===== src/hdl/pcf_pkg.sv =====
package pcf_pkg;

    localparam int COLOR_W     = 16;
    localparam int OPAC_W      = 17;
    localparam int MODE_W      = 3;
    localparam int CFG_IDX_W   = 3;
    localparam int NUM_CHAN    = 3;
    localparam int QUEUE_DEPTH = 2;
    localparam int PTR_W       = (QUEUE_DEPTH > 1) ? $clog2(QUEUE_DEPTH) : 1;
    localparam int CNT_W       = $clog2(QUEUE_DEPTH + 1);

    // channel order inside packed color arrays
    localparam int CH_RED   = 0;
    localparam int CH_GREEN = 1;
    localparam int CH_BLUE  = 2;

    typedef logic [MODE_W-1:0] mode_t;

    localparam mode_t MODE_FADE   = 3'd0;
    localparam mode_t MODE_RANDOM = 3'd1;
    localparam mode_t MODE_NEGATE = 3'd2;
    localparam mode_t MODE_DODGE  = 3'd3;
    localparam mode_t MODE_BURN   = 3'd4;
    localparam mode_t MODE_TINT   = 3'd5;

    typedef logic [CFG_IDX_W-1:0] cfg_idx_t;

    localparam cfg_idx_t CFG_FADE_MODE   = 3'd0;
    localparam cfg_idx_t CFG_FADER_RED   = 3'd1;
    localparam cfg_idx_t CFG_FADER_GREEN = 3'd2;
    localparam cfg_idx_t CFG_FADER_BLUE  = 3'd3;
    localparam cfg_idx_t CFG_OPACITY     = 3'd4;

    localparam logic [COLOR_W-1:0] LFSR_TAPS = 16'hb400;
    localparam logic [COLOR_W-1:0] SEED_INIT = 16'h0001;
    localparam logic [COLOR_W-1:0] HALF_SCALE = 16'h8000;

    typedef logic [NUM_CHAN-1:0][COLOR_W-1:0] color_t;

    // static configuration seen by both front and back
    typedef struct packed {
        mode_t               mode;
        color_t              fader;
        logic [OPAC_W-1:0]   opacity;
    } cfg_t;

    // one classified entry waiting for the back end
    typedef struct packed {
        mode_t  mode;
        color_t entry;
        color_t operand;
        logic   last;
    } job_t;

    function automatic logic [COLOR_W-1:0] lfsr_step(input logic [COLOR_W-1:0] seed);
        logic [COLOR_W-1:0] shifted;
        shifted = seed >> 1;
        return seed[0] ? (shifted ^ LFSR_TAPS) : shifted;
    endfunction

    // smallest all-ones mask covering the opacity pinned to 16 bits
    function automatic logic [COLOR_W-1:0] noise_mask(input logic [OPAC_W-1:0] opac);
        logic [COLOR_W-1:0] m;
        m = opac[OPAC_W-1] ? '1 : opac[COLOR_W-1:0];
        m = m | (m >> 1);
        m = m | (m >> 2);
        m = m | (m >> 4);
        m = m | (m >> 8);
        return m;
    endfunction

endpackage


===== src/hdl/pcf_front.sv =====
module pcf_front
(
    input  logic            clk,
    input  logic            rst_n,
    input  pcf_pkg::cfg_t   cfg,
    input  logic            in_valid,
    output logic            in_ready,
    input  pcf_pkg::color_t entry,
    input  logic            in_last,
    input  logic            q_full,
    output logic            push,
    output pcf_pkg::job_t   push_job
);

    logic [pcf_pkg::COLOR_W-1:0] seed_reg;
    logic [pcf_pkg::COLOR_W-1:0] seed_next;
    logic [pcf_pkg::COLOR_W-1:0] brightest;
    logic [7:0]                  inten;
    logic [pcf_pkg::COLOR_W-1:0] mask;
    logic [pcf_pkg::NUM_CHAN-1:0][pcf_pkg::COLOR_W-1:0] draws;
    logic [pcf_pkg::NUM_CHAN-1:0][pcf_pkg::COLOR_W+7:0] tint_prod;

    assign in_ready = !q_full;
    assign push     = in_valid && in_ready;

    always_comb
    begin
        brightest = (entry[pcf_pkg::CH_RED] >= entry[pcf_pkg::CH_GREEN])
                  ? entry[pcf_pkg::CH_RED] : entry[pcf_pkg::CH_GREEN];
        if (entry[pcf_pkg::CH_BLUE] > brightest)
        begin
            brightest = entry[pcf_pkg::CH_BLUE];
        end
        inten = brightest[pcf_pkg::COLOR_W-1 -: 8];
        mask  = pcf_pkg::noise_mask(cfg.opacity);

        // red, green, blue draw in that order
        draws[pcf_pkg::CH_RED]   = pcf_pkg::lfsr_step(seed_reg);
        draws[pcf_pkg::CH_GREEN] = pcf_pkg::lfsr_step(draws[pcf_pkg::CH_RED]);
        draws[pcf_pkg::CH_BLUE]  = pcf_pkg::lfsr_step(draws[pcf_pkg::CH_GREEN]);

        push_job.mode  = cfg.mode;
        push_job.entry = entry;
        push_job.last  = in_last;
        for (int k = 0; k < pcf_pkg::NUM_CHAN; k++)
        begin
            tint_prod[k] = {8'b0, cfg.fader[k]} * {16'b0, inten};
            unique case (cfg.mode)
                pcf_pkg::MODE_RANDOM: push_job.operand[k] = draws[k] & mask;
                pcf_pkg::MODE_TINT:   push_job.operand[k] = tint_prod[k][pcf_pkg::COLOR_W+7:8];
                default:              push_job.operand[k] = cfg.fader[k];
            endcase
        end

        seed_next = seed_reg;
        if (push && (cfg.mode == pcf_pkg::MODE_RANDOM))
        begin
            seed_next = draws[pcf_pkg::CH_BLUE];
        end
    end

    always_ff @(posedge clk or negedge rst_n)
    begin
        if (!rst_n)
        begin
            seed_reg <= pcf_pkg::SEED_INIT;
        end
        else
        begin
            seed_reg <= seed_next;
        end
    end

    // a galois lfsr started at one never reaches zero
    a_seed_nonzero: assert property (@(posedge clk) disable iff (!rst_n)
        seed_reg != '0)
        else $error("noise seed collapsed to zero");

endmodule


===== src/hdl/pcf_queue.sv =====
module pcf_queue
(
    input  logic          clk,
    input  logic          rst_n,
    input  logic          push,
    input  pcf_pkg::job_t push_job,
    output logic          full,
    input  logic          pop,
    output logic          head_valid,
    output pcf_pkg::job_t head_job
);

    pcf_pkg::job_t               mem_reg [pcf_pkg::QUEUE_DEPTH];
    logic [pcf_pkg::PTR_W-1:0]   wr_ptr_reg;
    logic [pcf_pkg::PTR_W-1:0]   wr_ptr_next;
    logic [pcf_pkg::PTR_W-1:0]   rd_ptr_reg;
    logic [pcf_pkg::PTR_W-1:0]   rd_ptr_next;
    logic [pcf_pkg::CNT_W-1:0]   count_reg;
    logic [pcf_pkg::CNT_W-1:0]   count_next;

    localparam logic [pcf_pkg::PTR_W-1:0] LAST_SLOT = pcf_pkg::PTR_W'(pcf_pkg::QUEUE_DEPTH - 1);
    localparam logic [pcf_pkg::CNT_W-1:0] FULL_CNT  = pcf_pkg::CNT_W'(pcf_pkg::QUEUE_DEPTH);

    assign full       = (count_reg == FULL_CNT);
    assign head_valid = (count_reg != '0);
    assign head_job   = mem_reg[rd_ptr_reg];

    always_comb
    begin
        wr_ptr_next = wr_ptr_reg;
        rd_ptr_next = rd_ptr_reg;
        count_next  = count_reg;
        if (push)
        begin
            wr_ptr_next = (wr_ptr_reg == LAST_SLOT) ? '0 : wr_ptr_reg + 1'b1;
        end
        if (pop)
        begin
            rd_ptr_next = (rd_ptr_reg == LAST_SLOT) ? '0 : rd_ptr_reg + 1'b1;
        end
        if (push && !pop)
        begin
            count_next = count_reg + 1'b1;
        end
        else if (pop && !push)
        begin
            count_next = count_reg - 1'b1;
        end
    end

    always_ff @(posedge clk or negedge rst_n)
    begin
        if (!rst_n)
        begin
            wr_ptr_reg <= '0;
            rd_ptr_reg <= '0;
            count_reg  <= '0;
        end
        else
        begin
            wr_ptr_reg <= wr_ptr_next;
            rd_ptr_reg <= rd_ptr_next;
            count_reg  <= count_next;
        end
    end

    always_ff @(posedge clk)
    begin
        if (push)
        begin
            mem_reg[wr_ptr_reg] <= push_job;
        end
    end

    a_no_overflow: assert property (@(posedge clk) disable iff (!rst_n)
        push |-> (!full || pop))
        else $error("push into full queue");

    a_count_up: assert property (@(posedge clk) disable iff (!rst_n)
        (push && !pop) |=> (count_reg == $past(count_reg) + 1'b1))
        else $error("queue count did not follow push");

endmodule


===== src/hdl/pcf_back.sv =====
module pcf_back
(
    input  logic            clk,
    input  logic            rst_n,
    input  pcf_pkg::cfg_t   cfg,
    input  logic            q_valid,
    input  pcf_pkg::job_t   q_job,
    output logic            pop,
    output logic            out_valid,
    input  logic            out_ready,
    output pcf_pkg::color_t out_color,
    output logic            out_last
);

    logic                    s1_valid_reg;
    pcf_pkg::job_t           job1_reg;
    logic signed [33:0]      prod_reg [pcf_pkg::NUM_CHAN];
    logic signed [33:0]      prod     [pcf_pkg::NUM_CHAN];
    logic signed [16:0]      mul_x    [pcf_pkg::NUM_CHAN];
    logic signed [16:0]      mul_y    [pcf_pkg::NUM_CHAN];
    logic                    out_valid_reg;
    pcf_pkg::color_t         out_color_reg;
    pcf_pkg::color_t         result;
    logic                    out_last_reg;
    logic                    out_load;

    function automatic logic [pcf_pkg::COLOR_W-1:0] lane_result(
        input pcf_pkg::mode_t                 m,
        input logic [pcf_pkg::COLOR_W-1:0]    a,
        input logic [pcf_pkg::COLOR_W-1:0]    d,
        input logic signed [33:0]             p,
        input logic [pcf_pkg::OPAC_W-1:0]     o
    );
        logic signed [18:0]           sa;
        logic signed [18:0]           so;
        logic signed [18:0]           sx;
        logic signed [18:0]           sp;
        logic signed [18:0]           t;
        logic signed [18:0]           v;
        logic [pcf_pkg::COLOR_W-1:0]  res;
        sa  = $signed({3'b0, a});
        so  = $signed({2'b0, o});
        sx  = $signed({3'b0, a ^ d});
        sp  = $signed({3'b0, p[31:16]});
        t   = 19'sd65536 - so;
        v   = '0;
        res = a;
        unique case (m) inside
            pcf_pkg::MODE_FADE, pcf_pkg::MODE_TINT:
            begin
                // floor of product / 256 is an arithmetic shift
                res = a + p[23:8];
            end
            pcf_pkg::MODE_RANDOM:
            begin
                res = a + d;
            end
            pcf_pkg::MODE_NEGATE:
            begin
                if (a > pcf_pkg::HALF_SCALE)
                begin
                    v   = sx + t;
                    res = (v > sa) ? a : v[15:0];
                end
                else
                begin
                    v   = sx - t;
                    res = (v < sa) ? a : v[15:0];
                end
            end
            pcf_pkg::MODE_DODGE:
            begin
                v   = 19'sd65535 - sp - so;
                res = (sa > v) ? v[15:0] : a;
            end
            pcf_pkg::MODE_BURN:
            begin
                v   = sp + 19'sd65536 - so;
                res = ((v >= 0) && (sa > v)) ? v[15:0] : a;
            end
            default:
            begin
                res = a;
            end
        endcase
        return res;
    endfunction

    assign out_load = s1_valid_reg && (!out_valid_reg || out_ready);
    assign pop      = q_valid && (!s1_valid_reg || out_load);

    // operand selection and one multiplier per lane
    always_comb
    begin
        for (int k = 0; k < pcf_pkg::NUM_CHAN; k++)
        begin
            unique case (q_job.mode) inside
                pcf_pkg::MODE_FADE, pcf_pkg::MODE_TINT:
                begin
                    mul_x[k] = $signed({1'b0, q_job.operand[k]}) - $signed({1'b0, q_job.entry[k]});
                    mul_y[k] = $signed({8'b0, cfg.opacity[pcf_pkg::OPAC_W-1:8]});
                end
                pcf_pkg::MODE_DODGE:
                begin
                    mul_x[k] = $signed({1'b0, ~q_job.operand[k]});
                    mul_y[k] = $signed({1'b0, q_job.entry[k]});
                end
                pcf_pkg::MODE_BURN:
                begin
                    mul_x[k] = $signed({1'b0, q_job.operand[k]});
                    mul_y[k] = $signed({1'b0, q_job.entry[k]});
                end
                default:
                begin
                    mul_x[k] = '0;
                    mul_y[k] = '0;
                end
            endcase
            prod[k] = mul_x[k] * mul_y[k];
        end
    end

    always_comb
    begin
        for (int k = 0; k < pcf_pkg::NUM_CHAN; k++)
        begin
            result[k] = lane_result(job1_reg.mode, job1_reg.entry[k], job1_reg.operand[k],
                                    prod_reg[k], cfg.opacity);
        end
    end

    always_ff @(posedge clk or negedge rst_n)
    begin
        if (!rst_n)
        begin
            s1_valid_reg  <= 1'b0;
            out_valid_reg <= 1'b0;
        end
        else
        begin
            if (pop)
            begin
                s1_valid_reg <= 1'b1;
            end
            else if (out_load)
            begin
                s1_valid_reg <= 1'b0;
            end
            if (out_load)
            begin
                out_valid_reg <= 1'b1;
            end
            else if (out_ready)
            begin
                out_valid_reg <= 1'b0;
            end
        end
    end

    always_ff @(posedge clk)
    begin
        if (pop)
        begin
            job1_reg <= q_job;
            for (int k = 0; k < pcf_pkg::NUM_CHAN; k++)
            begin
                prod_reg[k] <= prod[k];
            end
        end
        if (out_load)
        begin
            out_color_reg <= result;
            out_last_reg  <= job1_reg.last;
        end
    end

    assign out_valid = out_valid_reg;
    assign out_color = out_color_reg;
    assign out_last  = out_last_reg;

    a_pop_has_data: assert property (@(posedge clk) disable iff (!rst_n)
        pop |-> q_valid)
        else $error("pop from empty queue");

    a_stage_kept: assert property (@(posedge clk) disable iff (!rst_n)
        (s1_valid_reg && !out_load) |=> s1_valid_reg)
        else $error("multiply stage dropped an entry");

endmodule


===== src/hdl/palette_color_fader.sv =====
// palette_color_fader: applies the configured fade effect to one rgb palette entry
// path from input transfer to out_valid: queue write, multiply stage, output register
// throughput: one entry per cycle while out_ready is high; a low out_ready stalls the back end
// the two-entry queue lets the front keep accepting while a result waits on out_ready
// reset: async active low, clears config registers to zero, noise seed to one, queue and stages empty
module palette_color_fader
(
    input  logic                                clk,
    input  logic                                rst_n,
    // configuration write port
    input  logic                                cfg_we,
    input  logic [pcf_pkg::CFG_IDX_W-1:0]       cfg_index,
    input  logic [pcf_pkg::OPAC_W-1:0]          cfg_wdata,
    // input channel
    input  logic                                in_valid,
    output logic                                in_ready,
    input  logic [pcf_pkg::COLOR_W-1:0]         entry_red,
    input  logic [pcf_pkg::COLOR_W-1:0]         entry_green,
    input  logic [pcf_pkg::COLOR_W-1:0]         entry_blue,
    input  logic                                is_last,
    // output channel
    output logic                                out_valid,
    input  logic                                out_ready,
    output logic [pcf_pkg::COLOR_W-1:0]         out_red,
    output logic [pcf_pkg::COLOR_W-1:0]         out_green,
    output logic [pcf_pkg::COLOR_W-1:0]         out_blue,
    output logic                                out_last
);

    // configuration registers
    pcf_pkg::mode_t              fade_mode_reg;
    logic [pcf_pkg::COLOR_W-1:0] fader_red_reg;
    logic [pcf_pkg::COLOR_W-1:0] fader_green_reg;
    logic [pcf_pkg::COLOR_W-1:0] fader_blue_reg;
    logic [pcf_pkg::OPAC_W-1:0]  opacity_reg;

    pcf_pkg::cfg_t   cfg;
    pcf_pkg::color_t entry;
    pcf_pkg::color_t out_color;
    pcf_pkg::job_t   push_job;
    pcf_pkg::job_t   head_job;
    logic            push;
    logic            q_full;
    logic            pop;
    logic            head_valid;

    // writes to unused indexes are dropped
    always_ff @(posedge clk or negedge rst_n)
    begin
        if (!rst_n)
        begin
            fade_mode_reg   <= pcf_pkg::MODE_FADE;
            fader_red_reg   <= '0;
            fader_green_reg <= '0;
            fader_blue_reg  <= '0;
            opacity_reg     <= '0;
        end
        else if (cfg_we)
        begin
            unique case (cfg_index)
                pcf_pkg::CFG_FADE_MODE:   fade_mode_reg   <= cfg_wdata[pcf_pkg::MODE_W-1:0];
                pcf_pkg::CFG_FADER_RED:   fader_red_reg   <= cfg_wdata[pcf_pkg::COLOR_W-1:0];
                pcf_pkg::CFG_FADER_GREEN: fader_green_reg <= cfg_wdata[pcf_pkg::COLOR_W-1:0];
                pcf_pkg::CFG_FADER_BLUE:  fader_blue_reg  <= cfg_wdata[pcf_pkg::COLOR_W-1:0];
                pcf_pkg::CFG_OPACITY:     opacity_reg     <= cfg_wdata;
                default:
                begin
                end
            endcase
        end
    end

    always_comb
    begin
        cfg.mode                       = fade_mode_reg;
        cfg.fader[pcf_pkg::CH_RED]     = fader_red_reg;
        cfg.fader[pcf_pkg::CH_GREEN]   = fader_green_reg;
        cfg.fader[pcf_pkg::CH_BLUE]    = fader_blue_reg;
        cfg.opacity                    = opacity_reg;
        entry[pcf_pkg::CH_RED]         = entry_red;
        entry[pcf_pkg::CH_GREEN]       = entry_green;
        entry[pcf_pkg::CH_BLUE]        = entry_blue;
    end

    // front: accepts the transfer, advances the noise seed in random mode, prepares the blend operand
    pcf_front u_front
    (
        .clk      (clk),
        .rst_n    (rst_n),
        .cfg      (cfg),
        .in_valid (in_valid),
        .in_ready (in_ready),
        .entry    (entry),
        .in_last  (is_last),
        .q_full   (q_full),
        .push     (push),
        .push_job (push_job)
    );

    // short queue decoupling front and back
    pcf_queue u_queue
    (
        .clk        (clk),
        .rst_n      (rst_n),
        .push       (push),
        .push_job   (push_job),
        .full       (q_full),
        .pop        (pop),
        .head_valid (head_valid),
        .head_job   (head_job)
    );

    // back: multiply stage, then clamp or blend into the output register
    pcf_back u_back
    (
        .clk       (clk),
        .rst_n     (rst_n),
        .cfg       (cfg),
        .q_valid   (head_valid),
        .q_job     (head_job),
        .pop       (pop),
        .out_valid (out_valid),
        .out_ready (out_ready),
        .out_color (out_color),
        .out_last  (out_last)
    );

    assign out_red   = out_color[pcf_pkg::CH_RED];
    assign out_green = out_color[pcf_pkg::CH_GREEN];
    assign out_blue  = out_color[pcf_pkg::CH_BLUE];

endmodule

===== config.mk =====
export PLATFORM = sky130hd
export DESIGN_NAME = palette_color_fader
export DESIGN_NICKNAME = d
export VERILOG_FILES = /design/src/hdl/pcf_pkg.sv /design/src/hdl/pcf_front.sv /design/src/hdl/pcf_queue.sv /design/src/hdl/pcf_back.sv /design/src/hdl/palette_color_fader.sv
export SDC_FILE = /design/constraint.sdc
export NUM_CORES = 2
export LEC_CHECK = 0
export CAP_MARGIN = 20
export CORE_MARGIN = 3
export CORE_UTILIZATION = 54
export DETAILED_ROUTE_END_ITERATION = 12
export DONT_BUFFER_PORTS = 1
export PLACE_DENSITY = 0.67
export SLEW_MARGIN = 40
export SYNTH_ARGS = -nofsm -noshare
export SYNTH_HDL_FRONTEND = slang
export SYNTH_SLANG_ARGS = --single-unit

===== constraint.sdc =====
create_clock -name clk -period 12.83 [get_ports clk]
set_clock_uncertainty 0.05 [all_clocks]
set_input_delay 1.283 -clock clk [delete_from_list [all_inputs] [get_ports clk]]
set_output_delay 1.283 -clock clk [all_outputs]
set_load 0.03 [all_outputs]

# Yosys cells after proc, flatten, opt, wreduce, memory -nomap -nowiden
# Memories as Yosys holds them, arrays and structs flattened.
# Index checks and enable logic that the tools add are counted.
# Widths: inputs -> output; s select.
[totals] regBits=239 mem_bits_rw=302 input_bits=74 output_inout_bits=51 elab_cells=190 memories=2
[classes] add_sub_neg=32 mul=6 magnitude_cmp=20 eq_ne=15 mux=45 bitwise_logic=16 n_reduce_logical=31
[memory_table] name="u_queue.mem_reg" words=2 width=100 rd=1 rd_clocked_by_memory_dff=0 wr=1 line="pcf_queue.sv:13" rtl="pcf_pkg::job_t mem_reg [pcf_pkg::QUEUE_DEPTH];"
[memory_table] name="u_back.prod_reg" words=3 width=34 rd=3 rd_clocked_by_memory_dff=0 wr=3 line="pcf_back.sv:17" rtl="logic signed [33:0] prod_reg [pcf_pkg::NUM_CHAN];"
[op_table] cell="$mux 16" n=21
[op_table] cell="$pmux 16 s5" n=3
[op_table] cell="$pmux 16 s2" n=6
[op_table] cell="$pmux 17 s3" n=3
[op_table] cell="$gt 17x19->1" n=6
[op_table] cell="$mul 17x17->34" n=3
[op_table] cell="$add 16x16->16" n=6
[op_table] cell="$mul 16x8->24" n=3
[op_table] cell="$add 17x19->19" n=3
[op_table] cell="$ge 19x1->1 const B" n=3
[op_table] cell="$gt 19x17->1" n=3
[op_table] cell="$lt 19x17->1" n=3
[op_table] cell="$sub 17x19->19" n=3
[op_table] cell="$sub 18x17->19" n=3
[op_table] cell="$sub 19x18->19" n=3
[op_table] cell="$add 16x17->18 const B" n=3
[op_table] cell="$sub 16x16->17" n=3
[op_table] cell="$sub 16x16->17 const A" n=3
[op_table] cell="$and 16x16->16" n=3
[op_table] cell="$gt 16x16->1 const B" n=3
[op_table] cell="$not 16->16" n=3
[op_table] cell="$xor 16x16->16" n=3
[op_table] cell="$eq 3x3->1 const B" n=6
[op_table] cell="$sub 17x17->18 const A" n=1
[op_table] cell="22 further kinds" n=65

# Depth between registers and ports, before layout
[logic_depth] word_depth=8 mapped_depth=44 mapped_depth_nobuf=40

# Modules after synthesis
# A second synthesis with hierarchy kept.
[unflattened] cells_unflattened=9203 hier_area_um2=84476.0
[by_module_without_submodules] mod="pcf_back" instances=1 cells_each=6977 area_each_um2=59223.0 seq_area_each_um2=6686.4
[by_module_without_submodules] mod="pcf_front" instances=1 cells_each=1751 area_each_um2=14796.7 seq_area_each_um2=401.6
[by_module_without_submodules] mod="pcf_queue" instances=1 cells_each=327 area_each_um2=7855.0 seq_area_each_um2=6105.9
[by_module_without_submodules] mod="palette_color_fader" instances=1 cells_each=148 area_each_um2=2601.2 seq_area_each_um2=1701.6

# Least setup slack after synthesis
# OpenSTA, ideal clock, no wires.
[synth_path] path_type="register to register" startpoint="reg u_queue.rd_ptr_reg" endpoint="mem u_back.prod_reg[0][31] (data pin)" setup_time_ns=0.260 t_arrival_ns=10.175 t_required_ns=12.520 slack_ns=2.345 path_stages_with_launch=42 path_buffers=4 synth_period_minus_slack_ns=10.485 path_cell_list="dfrtp_1 -> clkbuf_1 -> buf_1 -> clkbuf_1 -> mux2i_1 -> fa_1 -> a21o_1 -> a21oi_1 -> o21ai_0 -> a21oi_1 -> o21bai_1 -> a21oi_1 -> o21bai_1 -> a21oi_1 -> o21ai_0 -> xnor2_1 -> o221ai_1 -> clkbuf_1 -> [... 6 more ...] -> inv_1 -> fa_1 -> inv_1 -> fa_1 -> inv_1 -> fa_1 -> ha_1 -> a21o_1 -> a21o_1 -> a21o_1 -> a21o_1 -> a21oi_1 -> o21ai_1 -> a41o_1 -> or4_1 -> a31o_2 -> a21oi_1 -> xnor2_1"
[synth_rtl] item="start, declared" line="pcf_queue.sv:16" rtl="logic [pcf_pkg::PTR_W-1:0] rd_ptr_reg;"
[synth_rtl] item="start signal, assigned" line="pcf_queue.sv:62" rtl="rd_ptr_reg <= rd_ptr_next;"
[synth_rtl] item="end, declared" line="pcf_back.sv:17"

==> flow_summary.ini <==
[outcome]
status = finished, final reports clean

[floorplan]
die_x_um = 396
dieArea_sq_mm = 0.157
rows = 142
start_util_pct = 54.7
die_y_um = 396
core_region_area_sq_mm = 0.151
boundaryPins = 125

[worst_setup_path]
worstReg2RegStart = u_queue.rd_ptr_reg
critPathLaunchType = register
critical_path_class = register to register
crit_slowest_cell = dfrtp_4
path_buf_inv = 5
cpMostUsedCell = fa_1
worst-path-max-fanout = 36
critPathRequiredTime_ns = 13.24
critPathCaptureType = register
worstPathArrival_ns = 11.76
crit_path_max_incr_delay_ns = 0.87
ff2ff_path_depth = 39
r2r_slack_ns = 1.48
cpLargestDelayFamily = compound AO/OA/AOI/OAI gates
worstReg2RegEnd = u_back.prod_reg[0][65]

[global_route]
grt_usage_pct = 35.8
grt_pass1_vias = 66542
grt_pass1_wl_um = 422000
grt_start_max_net_pins = 91
antenna_found_initial = 16
grt_overflow = 0

[clock_tree]
cts_tree = done
clk_latency_ns = 0.74
cts_buffers = 60
post-cts-setup-buffer-count = 0
cts_buffer_depth = 3
clk_pin_slew_ns = 0.07
cts.sinks = 511
cts_root_buf = clkbuf_16
hold_buffers = 0
cts_resized = 0
htree_levels = 2

[synthesis]
ys_ff_latch = 511
synthesis.area_sq_mm = 0.0823
synth_edf_count = 421
ys_seq_area_share_pct = 18.1
synth.distinct_cells = 102
yosysWarnings = 0
synth_cells = 8938
synth-main-ff-cell = edfxtp_1
avgSynthCellArea_sq_um = 9.21
synthArstFlopShare_pct = 17.6

[timing]
min_period_ns = 11.35
setup_tns_ns = 0
fin_crit_sh_pct = 88.4
setup_violations = 0
finalHoldViolations = 0
slew_headroom_pct = 37.6
fmax_mhz = 88.1
worst_slack_ns = 1.48
rsz0062_at_grt = no
worst_pin_slew_ns = 0.934
slew_viol_final = 0

[route]
vias_per_cell = 6.05
wl_um = 281000
drtAntennaViolNets = 0
drc = 0
dr.pass1.iters = 6
wl_per_cell_um = 25.6
drt-initial-drc-count = 7155
dr_total_vias = 66385

[job]
timing.max_cap.violations = 0

[cells_and_area]
layout_commonest_cell = inv_1
layout_common_cells = inv_1 (1544), fa_1 (1062), ha_1 (875), nand2_1 (839), nor2_1 (561)
fin_nets = 10896
largest_register_ffs = 200
nFillCells = 13362
syn2layout_area_growth_pct = 6.39
drive_above_1_share_pct = 6.10

[min_path]
min_path_type = input pin to asynchronous set/reset pin

[place]
place_congestion = 1.03
dpl_worst_slack_ns = 1.43
port_buffers = 0
hpwl_um = 230000
==> cells by family (layout without fill, tap and decap cells) <==
group / after synthesis / after routing / synth area share, %
xor+xnor: 431 / 431 / 4.58
flops: 511 / 511 / 18.1
fa+ha+maj: 1937 / 1937 / 39.1
other cells: 2 / 42 / 0.00912
simple gates: 2455 / 2455 / 14.2
compound gates: 1512 / 1512 / 12.3
mux: 249 / 249 / 3.24
buf+inv: 1841 / 1812 / 8.45
==> cell usage after synthesis (all sizes together), types with 63 or more instances <==
| cell | number | share of area (%) |
|---|---|---|
| inv | 1546 | 7.0 |
| fa | 1062 | 26 |
| ha | 875 | 13 |
| nand2 | 842 | 3.8 |
| nor2 | 572 | 2.6 |
| edfxtp | 421 | 15 |
| and2 | 408 | 3.1 |
| a21oi | 339 | 2.1 |
| o21ai | 332 | 2.0 |
| xnor2 | 276 | 2.9 |
| clkbuf | 247 | 1.1 |
| xor2 | 155 | 1.6 |
| nor2b | 143 | 1.1 |
| mux2 | 142 | 1.9 |
| nor3 | 123 | 0.77 |
| a21o | 120 | 1.1 |
| mux2i | 107 | 1.3 |
| dfrtp | 89 | 2.7 |
| o21a | 85 | 0.77 |
| nand3 | 80 | 0.49 |
| nand2b | 63 | 0.48 |
==> routing by layer <==
metal  routed length (um)  global-route usage [%]  vias to the layer above
met5                   85                       0                        -
met4                14200                    14.9                       14
met3                29200                    7.02                      607
met2               121000                    54.0                     3334
met1               117000                    50.5                    33074
li1                     -                       -                    29356
==> metrics by stage <==
| step | instances | utilization [%] | area (sq um) | hold WS, ns |
|---|---|---|---|---|
| floorplan | 8966 | - | 82400 | 0.350 |
| global placement | 10831 | 56.5 | 85100 | 0.370 |
| detailed placement | 10838 | 56.7 | 85400 | 0.376 |
| CTS | 10952 | 58.1 | 87500 | 0.158 |
| global route | 10955 | 58.1 | 87600 | 0.164 |
| finish | 10965 | 58.1 | 87600 | 0.196 |
==> cell type report <==
class	count	area [sq um]	area share, %
multi-input cells	6614	61100	69.7
flip-flops and latches	511	14900	17.0
inverters	1549	5820	6.64
well taps	2016	2520	2.88
clock buffers	65	1550	1.77
repair buffers	149	1170	1.34
clock inverters	49	529	0.604
diodes	12	30.0	0.0343
==> worst max path at each step <==
stage                                  start                      to  cells after the start
after detailed placement        entry_red[0]  u_queue.mem_reg[0][48]                     31
final                     u_queue.rd_ptr_reg  u_back.prod_reg[0][65]                     39
after CTS                 u_queue.rd_ptr_reg  u_back.prod_reg[0][65]                     39
after global routing      u_queue.rd_ptr_reg  u_back.prod_reg[0][31]                     37
after global placement          entry_red[0]  u_queue.mem_reg[0][48]                     31
after floorplan           u_queue.rd_ptr_reg  u_back.prod_reg[0][31]                     41
Power is not shown: default switching activity piles up to over one toggle a cycle in this logic, so the estimate is an artifact.
